$ cat src/design/dqp_pkg.sv
`timescale 1ns / 1ps
// ----------------------------------------------------------------------------
// dqp_pkg
// Types and constants of the dotted-quad IPv4 address parser.
// ----------------------------------------------------------------------------
package dqp_pkg;

  localparam int unsigned OCTET_COUNT = 4;
  localparam int unsigned IDX_W       = 2;
  localparam int unsigned CNT_W       = 3;
  localparam int unsigned PROD_W      = 12;

  localparam logic [CNT_W-1:0]  OCTETS_FULL = CNT_W'(OCTET_COUNT);
  localparam logic [PROD_W-1:0] OCTET_MAX   = PROD_W'(255);
  localparam logic [PROD_W-1:0] RADIX       = PROD_W'(10);

  localparam logic [7:0] CHAR_ZERO = 8'h30;
  localparam logic [7:0] CHAR_NINE = 8'h39;
  localparam logic [7:0] CHAR_DOT  = 8'h2e;

  typedef logic [OCTET_COUNT-1:0][7:0] octet_vec_t;

  typedef struct packed {
    logic [7:0]       acc;
    logic             seen;
    logic [CNT_W-1:0] count;
    octet_vec_t       octets;
    logic             err;
  } dqp_state_t;

  typedef struct packed {
    logic       ok;
    octet_vec_t octets;
  } dqp_result_t;

  localparam dqp_state_t STATE_CLEAR = '0;

endpackage

$ cat src/design/dqp_step.sv
`timescale 1ns / 1ps
// ----------------------------------------------------------------------------
// dqp_step
// One parse step: current state and one beat give next state and result.
// ----------------------------------------------------------------------------
module dqp_step import dqp_pkg::*; (
  input  dqp_state_t  state,
  input  logic [7:0]  char_code,
  input  logic        end_of_text,
  output dqp_state_t  state_next,
  output dqp_result_t result
);

  logic              is_digit;
  logic              is_dot;
  logic              full;
  logic [PROD_W-1:0] prod;
  dqp_state_t        stored;
  dqp_state_t        char_next;

  assign is_digit = (char_code >= CHAR_ZERO) && (char_code <= CHAR_NINE);
  assign is_dot   = (char_code == CHAR_DOT);
  assign full     = (state.count == OCTETS_FULL);
  assign prod     = PROD_W'(state.acc) * RADIX + PROD_W'(char_code[3:0]);

  // Store the pending octet into the next free slot.
  always_comb begin
    stored = state;
    if (!full) begin
      stored.octets[state.count[IDX_W-1:0]] = state.acc;
      stored.count = state.count + CNT_W'(1);
    end
    stored.acc  = '0;
    stored.seen = 1'b0;
  end

  always_comb begin
    char_next = state;
    if (!state.err && !full) begin
      if (is_digit) begin
        if (prod > OCTET_MAX) begin
          char_next.err = 1'b1;
        end else begin
          char_next.acc  = prod[7:0];
          char_next.seen = 1'b1;
        end
      end else if (is_dot) begin
        if (state.seen) begin
          char_next = stored;
        end else begin
          char_next.err = 1'b1;
        end
      end else begin
        char_next.err = 1'b1;
      end
    end
  end

  always_comb begin
    dqp_state_t fin;
    fin = (!state.err && state.seen) ? stored : state;
    result.ok     = !fin.err && (fin.count == OCTETS_FULL);
    result.octets = result.ok ? fin.octets : '0;
    state_next    = end_of_text ? STATE_CLEAR : char_next;
  end

endmodule

$ cat src/design/dqp_out_buf.sv
`timescale 1ns / 1ps
// ----------------------------------------------------------------------------
// dqp_out_buf
// Result register with valid/ready handshake toward the consumer.
// ----------------------------------------------------------------------------
module dqp_out_buf import dqp_pkg::*; (
  input  logic        clk,
  input  logic        rst,
  input  logic        load,
  input  dqp_result_t data,
  output logic        busy,
  output logic        result_valid,
  input  logic        result_ready,
  output logic        valid_res,
  output logic [7:0]  octet_first,
  output logic [7:0]  octet_second,
  output logic [7:0]  octet_third,
  output logic [7:0]  octet_fourth
);

  logic        full;
  logic        full_next;
  dqp_result_t held;

  // Hold the slot until taken; a load may refill it in the same cycle.
  always_comb begin
    full_next = full;
    if (load) begin
      full_next = 1'b1;
    end else if (result_ready) begin
      full_next = 1'b0;
    end
  end

  always_ff @(posedge clk) begin
    if (rst) begin
      full <= 1'b0;
    end else begin
      full <= full_next;
    end
  end

  always_ff @(posedge clk) begin
    if (load) begin
      held <= data;
    end
  end

  assign busy         = full && !result_ready;
  assign result_valid = full;
  assign valid_res    = held.ok;
  assign octet_first  = held.octets[0];
  assign octet_second = held.octets[1];
  assign octet_third  = held.octets[2];
  assign octet_fourth = held.octets[3];

endmodule

$ cat src/design/ipv4_dotted_quad_parser.sv
`timescale 1ns / 1ps
// The result of a terminator beat is registered in the result register as the beat is accepted.
// Throughput: one beat per cycle while the result register is not stalled; the parse state updates in one pass.
// The result register frees in the cycle its result is taken, so beats flow on.
// Reset (rst, synchronous, active high) clears the parse state and empties
// the result register.
// ----------------------------------------------------------------------------
// ipv4_dotted_quad_parser
// Top level: parse state register, step logic and result register.
// ----------------------------------------------------------------------------
module ipv4_dotted_quad_parser import dqp_pkg::*; (
  input  logic       clk,
  input  logic       rst,
  input  logic       item_valid,
  output logic       item_ready,
  input  logic [7:0] char_code,
  input  logic       end_of_text,
  output logic       result_valid,
  input  logic       result_ready,
  output logic       valid_res,
  output logic [7:0] octet_first,
  output logic [7:0] octet_second,
  output logic [7:0] octet_third,
  output logic [7:0] octet_fourth
);

  dqp_state_t  state;
  dqp_state_t  state_next;
  dqp_result_t step_result;
  logic        accept;
  logic        out_busy;

  // Take a beat whenever the result slot is empty or draining this cycle.
  // Character beats never need the slot, but keeping one rule keeps ready
  // independent of the payload.
  assign item_ready = !out_busy;
  assign accept     = item_valid && item_ready;

  // Combinational step: digit accumulate, range check, dot store, and the
  // terminator's final store and success check.
  dqp_step u_step (
    .state       (state),
    .char_code   (char_code),
    .end_of_text (end_of_text),
    .state_next  (state_next),
    .result      (step_result)
  );

  // Advance the parse state on every accepted beat.
  always_ff @(posedge clk) begin
    if (rst) begin
      state <= STATE_CLEAR;
    end else if (accept) begin
      state <= state_next;
    end
  end

  // Only a terminator beat produces a result.
  dqp_out_buf u_out (
    .clk          (clk),
    .rst          (rst),
    .load         (accept && end_of_text),
    .data         (step_result),
    .busy         (out_busy),
    .result_valid (result_valid),
    .result_ready (result_ready),
    .valid_res    (valid_res),
    .octet_first  (octet_first),
    .octet_second (octet_second),
    .octet_third  (octet_third),
    .octet_fourth (octet_fourth)
  );

endmodule

$ cat config.mk
export PLATFORM = sky130hd
export DESIGN_NAME = ipv4_dotted_quad_parser
export DESIGN_NICKNAME = d
export VERILOG_FILES = /design/src/design/dqp_pkg.sv /design/src/design/dqp_step.sv /design/src/design/dqp_out_buf.sv /design/src/design/ipv4_dotted_quad_parser.sv
export SDC_FILE = /design/constraint.sdc
export NUM_CORES = 1
export LEC_CHECK = 0
export BUFFER_PORTS_ARGS = -buffer_cell sky130_fd_sc_hd__buf_4
export CORE_ASPECT_RATIO = 2
export CORE_UTILIZATION = 40
export CTS_BUF_LIST = sky130_fd_sc_hd__clkbuf_8
export DETAILED_ROUTE_END_ITERATION = 10
export PLACE_DENSITY_LB_ADDON = 0.3
export SYNTH_ARGS = -nofsm -noshare
export SYNTH_HDL_FRONTEND = slang
export SYNTH_SLANG_ARGS = --single-unit
$ cat constraint.sdc
create_clock -name clk -period 2.6 [get_ports clk]
set_clock_uncertainty 0.05 [all_clocks]
set_input_delay 0.39 -clock clk [delete_from_list [all_inputs] [get_ports clk]]
set_output_delay 0.39 -clock clk [all_outputs]
set_load 0.02 [all_outputs]
# Word-level counts from Yosys, hierarchy flattened

Cells that the tools add are included.
Widths: inputs -> output; s select.

Mux-type cells: 18
Reductions and logical operators: 23
Equal/unequal tests: 7
Multipliers: 1
Order comparisons: 5
$add $sub $neg: 2

Operator list:

| kind                 | count |
|---|---|
| $mux 45              | 2 |
| $mux 44              | 2 |
| $mux 35              | 2 |
| $mux 36              | 1 |
| $bwmux 32            | 1 |
| $mux 9               | 2 |
| $demux 8 s2          | 1 |
| $add 12x4->12        | 1 |
| $gt 12x8->1 const B  | 1 |
| $mul 8x3->11 const B | 1 |
| $reduce_and 5->1     | 2 |
| $eq 8x6->1 const B   | 1 |
| $ge 8x6->1 const B   | 1 |
| $le 8x6->1 const B   | 1 |
| $logic_and 1x1->1    | 8 |
| $mux 8               | 1 |
| $reduce_and 4->1     | 2 |
| $reduce_bool 2->1    | 4 |
| $eq 3x3->1 const B   | 2 |
| $mux 1               | 6 |
| $ne 3x3->1 const B   | 2 |
| $reduce_bool 3->1    | 2 |
| $logic_not 1->1      | 5 |
| $ne 4x3->1 const B   | 1 |
| other kinds (4)      | 4 |

Register bits: 79
Input bits: 13
Output and inout bits: 35
Logic and storage cells: 70

# Logic depth before layout (Yosys ltp)

Gate-level depths: netlist of run 1.

Depth after elaboration: 11
Depth in mapped cells: 12
Depth with buffers taken out: 11

# Cells and area by module

From an unflattened synthesis of run 1, not the netlist that was laid out.

Cells, all modules: 512
Area, all modules: 5,308.8 um2

Modules (own cells, without submodules):

| module                  | instances | area each (um2) | cells an instance | seq. area each (um2) |
|---|---|---|---|---|
| ipv4_dotted_quad_parser | 1         | 2,269.7         | 208               | 900.9 |
| dqp_step                | 1         | 2,004.4         | 268               | 0.0 |
| dqp_out_buf             | 1         | 1,034.7         | 36                | 1,011.0 |

# Least setup slack after synthesis of run 1

Ideal clock, no wire load.

Kind: register -> register
From: register, netlist name state[38]
To: register, netlist name state[40]
Setup time: 101 ps
Slack: -222 ps
Data required time: 2,449 ps
Path buffers: 0
Clock period less this slack: 2,822 ps
Stages on the path, launching flop included: 11
Arrival: 2,671 ps
Cells stage by stage: dfxtp_1 -> ha_1 -> ha_1 -> inv_1 -> fa_1 -> nand2b_1 -> nor3_1 -> nand4_1 -> a221oi_4 -> nor2_2 -> o41ai_1

Word-level cells in the longest chain between the ends: 6
Elaborated cells between the ends (all ways): 9
Those cells by class: 1 x add/sub; 1 x mul; 1 x order compare; 1 x eq/ne; 4 x mux; 1 x reduce/logical

RTL lines:

| item                                                                | RTL line       | RTL |
|---|---|---|
| $mul 8x3->11 *                                                      | dqp_step.sv:24 | `assign prod = PROD_W'(state.acc) * RADIX + PROD_W'(char_code[3:0]);` |
| $add 12x4->12 *                                                     | dqp_step.sv:24 |  |
| parallel branches: the longest is 4 deep, another holds $gt 12x8->1 | n/a            |  |

Every way passes the cells marked *. The select of a mux whose other input is x is not followed.
A chain may end at the register's enable or synchronous reset.

# Final worst setup path of run 1

From: register, netlist name state[38]
To: register, netlist name state[40]

Word-level cells in the longest chain between the ends: 6
Elaborated cells between the ends (all ways): 9
Those cells by class: 1 x add/sub; 1 x mul; 1 x order compare; 1 x eq/ne; 4 x mux; 1 x reduce/logical

RTL lines:

| item                                                                | RTL line |
|---|---|
| $mul 8x3->11 *                                                      | dqp_step.sv:24 |
| $add 12x4->12 *                                                     | dqp_step.sv:24 |
| parallel branches: the longest is 4 deep, another holds $gt 12x8->1 | n/a |

Marked as above.

==> results of run 1 <==
-- per-stage QoR --
step	hold slack, ns	worst slack [ns]	instances	TNS, ns	power [mW]
floorplan	0.415	-0.0679	389	-0.341	1.45
global placement	0.428	-0.158	580	-1.27	1.52
detailed placement	0.434	-0.247	580	-2.05	1.52
CTS	0.248	-0.202	597	-1.51	2.31
global route	0.301	-0.436	598	-3.58	2.39
finish	0.264	-0.255	598	-1.86	2.30
-- worst min-delay path, delay by kind of cell --
| family | cells | cell delay, ns |
|---|---|---|
| buffers and inverters | 1 | 0.11 |
| AND/OR/NAND/NOR | 1 | 0.06 |
| AO/OA/AOI/OAI | 1 | 0.06 |
-- per-layer routing --
layer,share of wire (%),GRT usage (%)
met1,35,20.3
met2,55,38.5
met3,3.2,3.26
met4,6.4,15.4
met5,0,0
-- power by group through the flow --
stage                     combinational, mW  sequential [mW]  clock, mW
after floorplan                      0.0819             1.37          0
after global placement                0.178             1.34          0
after detailed placement              0.181             1.34          0
after CTS                             0.185             1.32      0.807
after global routing                  0.206             1.32      0.870
final                                 0.192             1.31      0.793
-- final cells by class --
| class | count | area [µm²] |
|---|---|---|
| multi-input cells | 281 | 2020 |
| inverters | 10 | 37.5 |
| repair buffers | 80 | 621 |
| clock inverters | 6 | 30.0 |
| fillers | 891 | 4700 |
| flip-flops and latches | 79 | 1920 |
| clock buffers | 10 | 138 |
| well taps | 132 | 165 |
-- state kept, by name, indices dropped and copies added, names as in the netlist --
register and cells:
u_out.octet_second 8, u_out.octet_fourth 8, u_out.valid_res 1, u_out.result_valid 1, state 45, u_out.octet_first 8, u_out.octet_third 8
-- Yosys cell counts, types with 2 or more instances --
cell type  count  area (µm²)
clkbuf_1      10        37.5
dfxtp_1       46         921
and3_1         3        18.8
nand2b_1       4        25.0
nor2b_1        8        50.1
buf_6          2        22.5
o41ai_1        3        26.3
nand3_1       12        60.1
ha_1          19         238
nand2_1        8        30.0
nand3b_1       5        37.5
inv_1          9        33.8
buf_2          5        25.0
a21oi_1       20         100
o21a_1         2        15.0
nand4_1        3        18.8
nor2_1        80         300
a21o_1         8        60.1
o21ai_0        4        20.0
or4b_1         2        20.0
edfxtp_1      33         991
a22oi_1       32         240
nor3b_1        2        15.0
mux2i_1       29         290
a21oi_2        4        35.0
xor2_1         3        26.3
nor3_1         6        30.0
o21ai_1        3        15.0
xnor2_1        5        43.8
fa_1           2        40.0
-- worst max-delay path by stage --
stage / cells past startpoint / slack (ns) / startpoint / to
6_report: 12 / -0.26 / state[38] / state[40]
2_1_floorplan: 12 / -0.07 / state[38] / state[39]
4_1_cts: 12 / -0.20 / state[38] / state[40]
5_1_grt: 12 / -0.44 / state[38] / state[37]
3_3_place_gp: 12 / -0.16 / state[38] / state[38]
3_5_place_dp: 12 / -0.25 / state[38] / state[40]
-- logic make-up after synthesis --
family	Yosys count	synth area share, %
xor+xnor	8	1.77
buf+inv	29	3.52
simple gates	139	16.5
fa+ha+maj	21	7.03
compound gates	83	15.1
mux	30	7.64
flops	79	48.4
-- what timing repair did --
action,in CTS,in global routing
pin swaps,4,2
endpoints found under the setup margin,10,42
gates cloned,1,0
setup buffers,1,1
hold endpoints to repair,0,0
gates resized for setup,8,11
==> metrics.csv, run 1 <==
stage;metric;value;unit
status;status;complete, but fails checks;
status;failing checks;design-rule violations, negative setup slack;
grt;largest net degree at the start of global routing;48;
grt;antenna violations before repair;0;
detailed_routing;residual DRC count;1;
timing;Final Max Slew Viols;0;
synthesis;Synth Area per Inst;10.2;µm²
timing;crit path time final;2.86;ns
layout;finished layout cell area;0.00493;mm²
layout;most common cell after layout, fill and taps aside;nor2_1;
detailed_routing;Initial DRC Count;249;
min_path;Worst Hold Class;in2reg;
detailed_routing;Vias;3270;
pwr;Gate power share;8.4;%
setup_path;critical setup path kind;reg2reg;
placement;Placed Area;0.00467;mm²
floorplan;Die H;143;µm
placement;PortBufs;47;
setup_path;register-to-register setup slack;-0.26;ns
flow_run;Max Cap Viol;0;
synthesis;Distinct cells, synth;47;
setup_path;CP max FO;5;
synthesis;Syn Inst Count;389;
setup_path;Worst EP required;2.80;ns
layout;Post-Route Utilization;51.2;%
floorplan;Initial Util;41.0;%
setup_path;R2R depth;12;
timing;setup repair after global routing missed its margin;yes;
grt;vias in the first global route;3318;
clocking;CTS Root Cell;clkbuf_8;
pwr;Int Pwr;1.74;mW
min_path;min-delay src;char_code[0];
detailed_routing;WL final;10000;µm
placement;RePlAce Congestion;0.933;
setup_path;crit path max-delay cell type;a221oi_4;
synthesis;ys flop type;dfxtp_1;
min_path;hold endpoint;state[37];
timing;worst-margin pin slew;0.620;ns
setup_path;critical path, cell by cell;ha_4 > ha_4 > inv_2 > fa_2 > nand2b_4 > a21oi_2 > xor2_1 > nand4_1 > a221oi_4 > buf_4 > nor2_2 > o41ai_2;
floorplan;core outline area;0.00964;mm²
clocking;# H-tree levels;3;
setup_path;CP most frequent cell;ha_4;
clocking;CTS tree;done;
pwr;switching pwr;0.558;mW
timing;Tcrit/Tclk final;110;%
clocking;clk slew on worst S/H paths;0.08;ns
timing;final number of setup-violating endpoints;9;
synthesis;total number of yosys warnings;0;
grt;Total GRT Usage;20.9;%
layout;Nets;495;
synthesis;EDFF count, synth;33;
pwr;Leak;2.06;nW
layout;most frequent cells in the layout;nor2_1, buf_4, dfxtp_1;
synthesis;sequential share of the synthesized area;48.4;%
timing;PnR worst setup slack;-0.255;ns
clocking;CTS Buffer Depth;2;
setup_path;Reg-to-Reg End;state[40];
setup_path;RR Startpoint;state[38];
grt;grt total ovfl;0;
layout;Antenna Cells;0;
setup_path;CP Data Arrival Time;3.05;ns
setup_path;slowest stage delay, CP;0.46;ns
layout;share of cells above drive strength 1;27.7;%
detailed_routing;vias per inst;5.47;
floorplan;die width;72.3;µm
pwr;P per Cell Area;466;mW/mm²
pwr;Clock power frac;34.5;%
synthesis;Yosys reg bits;79;
placement;hpwl dp;7480;µm
detailed_routing;number of iterations in the first detailed-routing pass;8;
clocking;worst-skew pair later-pin latency;0.35;ns
pwr;VDD IR-drop max;0.211;mV
clocking;CTS sink count;79;
floorplan;Die Footprint;0.0103;mm²
timing;slew margin rel.;58.6;%
synthesis;Mapped Area;0.00395;mm²
setup_path;Crit path buffers/inverters;2;
setup_path;critical path capture point type;flop;
min_path;Worst Hold Depth;3;
setup_path;Largest delay share family, worst path;compound AO/OA/AOI/OAI gates;
clocking;CTS buffer count;9;
setup_path;Critical Path Start Type;flop;
detailed_routing;Post-DRT Antenna Nets;0;
timing;fmax;350;MHz
clocking;Post-CTS Hold Buffers;0;
synthesis;asr flop ratio synth;0;%
pwr;switching portion of total power;24.3;%
pwr;share of power burned in registers;57.2;%
floorplan;IO Count;48;
detailed_routing;Wirelength per Cell;16.7;µm
layout;area delta synth->final;24.9;%
timing;Fin. Hold Viols;0;
floorplan;Rows;51;
synthesis;Synth Net Count;423;
grt;first-pass GRT wire length;16200;µm
Power figures use the tool's default switching activity.
==> inputs of run 2 (changes only) <==
==> constraint.sdc (replaced) <==
create_clock -name clk -period 2.9 [get_ports clk]
set_clock_uncertainty 0.05 [all_clocks]
set_input_delay 0.435 -clock clk [delete_from_list [all_inputs] [get_ports clk]]
set_output_delay 0.435 -clock clk [all_outputs]
set_load 0.02 [all_outputs]
==> run 2 against run 1 <==
Against the previous run:
- count of clock-buffer cells in the layout shrank 1
- setup slack gained 0.32 ns
- core utilization shrank 1.3 points
- sequential cell count is the same
- first-iteration DRC count shrank 19%
- non-clock buffer count down 14
- routed wire length decreased by 4.6%
- register-to-register slack improved by 0.32 ns
- critical endpoint unchanged
- the run ends with design-rule violations left
- total power down 3.6%
- largest power group unchanged
- via count is 4.4% lower
==> metrics.csv, run 2 (synthesis results as in run 1) <==
stage;metric;value;unit;change
grt;met3 global-route usage;3.61;%;was 3.26%
pwr;share of power burned in registers;53.3;%;was 57.2%
setup_path;Largest delay share family, worst path;adder cells;;was compound AO/OA/AOI/OAI gates
timing;final number of setup-violating endpoints;0;;was 9
setup_path;Crit. Startpoint;state[40];;was state[38]
timing;fmax;353;MHz;was 350 MHz
setup_path;register-to-register setup slack;0.06;ns;was -0.26 ns
setup_path;critical path capture point type;flop;;unchanged
pwr;Int Pwr;1.71;mW;was 1.74 mW
layout;Nets;481;;was 495
setup_path;slowest stage delay, CP;0.49;ns;was 0.46 ns
clocking;# H-tree levels;3;;unchanged
setup_path;CP max FO;8;;was 5
detailed_routing;Vias;3126;;was 3,270
clocking;Post-CTS Hold Buffers;0;;unchanged
detailed_routing;number of iterations in the first detailed-routing pass;8;;unchanged
floorplan;core outline area;0.00964;mm²;unchanged
grt;largest net degree at the start of global routing;48;;unchanged
grt;grt total ovfl;0;;unchanged
status;failing checks;design-rule violations;;was design-rule violations, negative setup slack
layout;Antenna Cells;0;;unchanged
status;status;complete, but fails checks;;unchanged
setup_path;CP Data Arrival Time;3.05;ns;about the same
clocking;CTS sink count;79;;unchanged
grt;met2 Usage GRT;35.0;%;was 38.5%
floorplan;die width;72.3;µm;unchanged
setup_path;crit path max-delay cell type;or4b_1;;was a221oi_4
setup_path;Worst Setup EP;state[40];;unchanged
grt;Total GRT Usage;19.3;%;was 20.9%
setup_path;CP most frequent cell;ha_4;;unchanged
setup_path;Crit path buffers/inverters;3;;was 2
timing;Tcrit/Tclk final;97.8;%;was 110%
pwr;VDD IR-drop max;0.207;mV;was 0.211 mV
timing;crit path time final;2.84;ns;was 2.86 ns
setup_path;critical setup path kind;reg2reg;;unchanged
timing;Fin. Hold Viols;0;;unchanged
pwr;Clock power frac;39.3;%;was 34.5%
flow_run;Max Cap Viol;0;;unchanged
setup_path;Worst EP required;3.11;ns;was 2.80 ns
setup_path;Levels on crit path;13;;was 12
pwr;Leak;1.97;nW;was 2.06 nW
detailed_routing;Initial DRC Count;202;;was 249
clocking;clk slew on worst S/H paths;0.08;ns;about the same
layout;share of cells above drive strength 1;23.9;%;was 27.7%
timing;setup repair after global routing missed its margin;yes;;unchanged
grt;vias in the first global route;3076;;was 3,318
floorplan;Die H;143;µm;unchanged
clocking;CTS tree;done;;unchanged
timing;Hold WS;0.297;ns;was 0.264 ns
min_path;Worst Hold Class;in2reg;;unchanged
timing;worst-margin pin slew;0.587;ns;was 0.620 ns
clocking;CTS Root Cell;clkbuf_8;;unchanged
layout;most flop-heavy register;state;;unchanged
placement;RePlAce Congestion;0.918;;was 0.933
layout;most frequent cells in the layout;nor2_1, buf_4, dfxtp_1;;unchanged
layout;max reg flops;45;;unchanged
pwr;P per Cell Area;461;mW/mm²;was 466 mW/mm²
min_path;Worst Hold Depth;3;;unchanged
floorplan;Rows;51;;unchanged
detailed_routing;residual DRC count;2;;was 1
timing;Final Max Slew Viols;0;;unchanged
clocking;CTS buffer count;9;;unchanged
timing;PnR worst setup slack;0.0641;ns;was -0.255 ns
pwr;switching pwr;0.503;mW;was 0.558 mW
pwr;switching portion of total power;22.7;%;was 24.3%
setup_path;critical path, cell by cell;ha_4 > ha_4 > inv_2 > fa_2 > nand2b_4 > a21oi_2 > xor2_1 > buf_4 > a21o_1 > a221oi_4 > buf_6 > or4b_1 > o41ai_2;;was ha_4 > ha_4 > inv_2 > fa_2 > nand2b_4 > a21oi_2 > xor2_1 > nand4_1 > a221oi_4 > buf_4 > nor2_2 > o41ai_2
floorplan;Initial Util;41.0;%;unchanged
grt;first-pass GRT wire length;14800;µm;was 16,200 µm
timing;slew margin rel.;60.6;%;was 58.6%
layout;most common cell after layout, fill and taps aside;nor2_1;;unchanged
setup_path;R2R depth;13;;was 12
layout;Post-Route Utilization;49.9;%;was 51.2%
detailed_routing;vias per inst;5.35;;was 5.47
layout;fillers;876;;was 891
placement;hpwl dp;7150;µm;was 7480 µm
detailed_routing;Post-DRT Antenna Nets;0;;unchanged
clocking;worst-skew pair later-pin latency;0.35;ns;about the same
setup_path;Critical Path Start Type;flop;;unchanged
detailed_routing;Wirelength per Cell;16.4;µm;was 16.7 µm
setup_path;Reg-to-Reg End;state[40];;unchanged
clocking;CTS Buffer Depth;2;;unchanged
floorplan;IO Count;48;;unchanged
grt;M1 GR Usage;18.3;%;was 20.3%
grt;antenna violations before repair;0;;unchanged
placement;pre-CTS setup slack;-0.0901;ns;was -0.247 ns
grt;gr busiest metal;met2;;unchanged
timing;setup TNS;0;ns;was -1.86 ns
layout;area delta synth->final;21.7;%;was 24.9%
floorplan;Die Footprint;0.0103;mm²;unchanged
detailed_routing;WL final;9550;µm;was 10,000 µm
placement;PortBufs;47;;unchanged
setup_path;RR Startpoint;state[40];;was state[38]
pwr;Gate power share;7.4;%;was 8.4%
run 2: changes by cell type in the layout (fill, tap and decap cells not counted), sizes merged:
cell | before | now
bufinv | 0 | 2
inv | 12 | 11
clkbuf | 10 | 9
buf | 80 | 66
run 2: worst register-to-register path, cell delays in order, from the launching register on:
cell and delay, ns:
dfxtp_2 0.35, ha_4 0.27, ha_4 0.12, inv_2 0.03
fa_2 0.38, nand2b_4 0.15, a21oi_2 0.14, xor2_1 0.20
buf_4 0.14, a21o_1 0.13, a221oi_4 0.08, buf_6 0.15
or4b_1 0.50, o41ai_2 0.07
run 2: per-layer routing:
metal | share of wire, % | up-vias | wire, µm
met5 | 0 | - | 0
met3 | 3.6 | 31 | 343
met4 | 6.2 | 0 | 591
met2 | 55 | 111 | 5260
li1 | - | 1517 | -
met1 | 35 | 1467 | 3360
run 2: area by class of cell:
| cell class | count | area (µm²) | share of cell area [%] |
|---|---|---|---|
| clock inverter | 7 | 88.8 | 1.85 |
| tap | 132 | 165 | 3.44 |
| multi-input combinational | 281 | 1970 | 41.0 |
| timing repair buffer | 66 | 507 | 10.5 |
| sequential | 79 | 1920 | 39.9 |
| inverter | 10 | 37.5 | 0.781 |
| clock buffer | 9 | 124 | 2.58 |
run 2: worst min-delay path by stage:
| stage | startpoint | to | slack, ns |
|---|---|---|---|
| after floorplan | state[1] | state[1] | 0.41 |
| after global placement | state[14] | state[14] | 0.43 |
| after detailed placement | state[1] | state[1] | 0.43 |
| after CTS | char_code[0] | state[37] | 0.29 |
| after global routing | char_code[0] | state[37] | 0.31 |
| final | char_code[0] | state[37] | 0.30 |
run 2: through the flow:
| stage | power [mW] | std cells | instance area (µm²) |
|---|---|---|---|
| floorplan | 1.30 | 389 | 3950 |
| global route | 2.29 | 584 | 4810 |
| finish | 2.22 | 584 | 4810 |
| global placement | 1.36 | 566 | 4490 |
| CTS | 2.22 | 583 | 4740 |
| detailed placement | 1.37 | 566 | 4490 |
run 2: repair_timing:
action                                  CTS  global route
gates resized for setup                   4            17
endpoints found under the setup margin    8            40
pin swaps                                 3             7
setup buffers                             1             1
run 2: power by group through the flow:
stage / sequential (mW) / combinational (mW) / clock, mW
after detailed placement: 1.21 / 0.159 / 0
after CTS: 1.18 / 0.160 / 0.877
final: 1.18 / 0.164 / 0.871
after global placement: 1.21 / 0.157 / 0
after floorplan: 1.23 / 0.0732 / 0
after global routing: 1.18 / 0.176 / 0.929
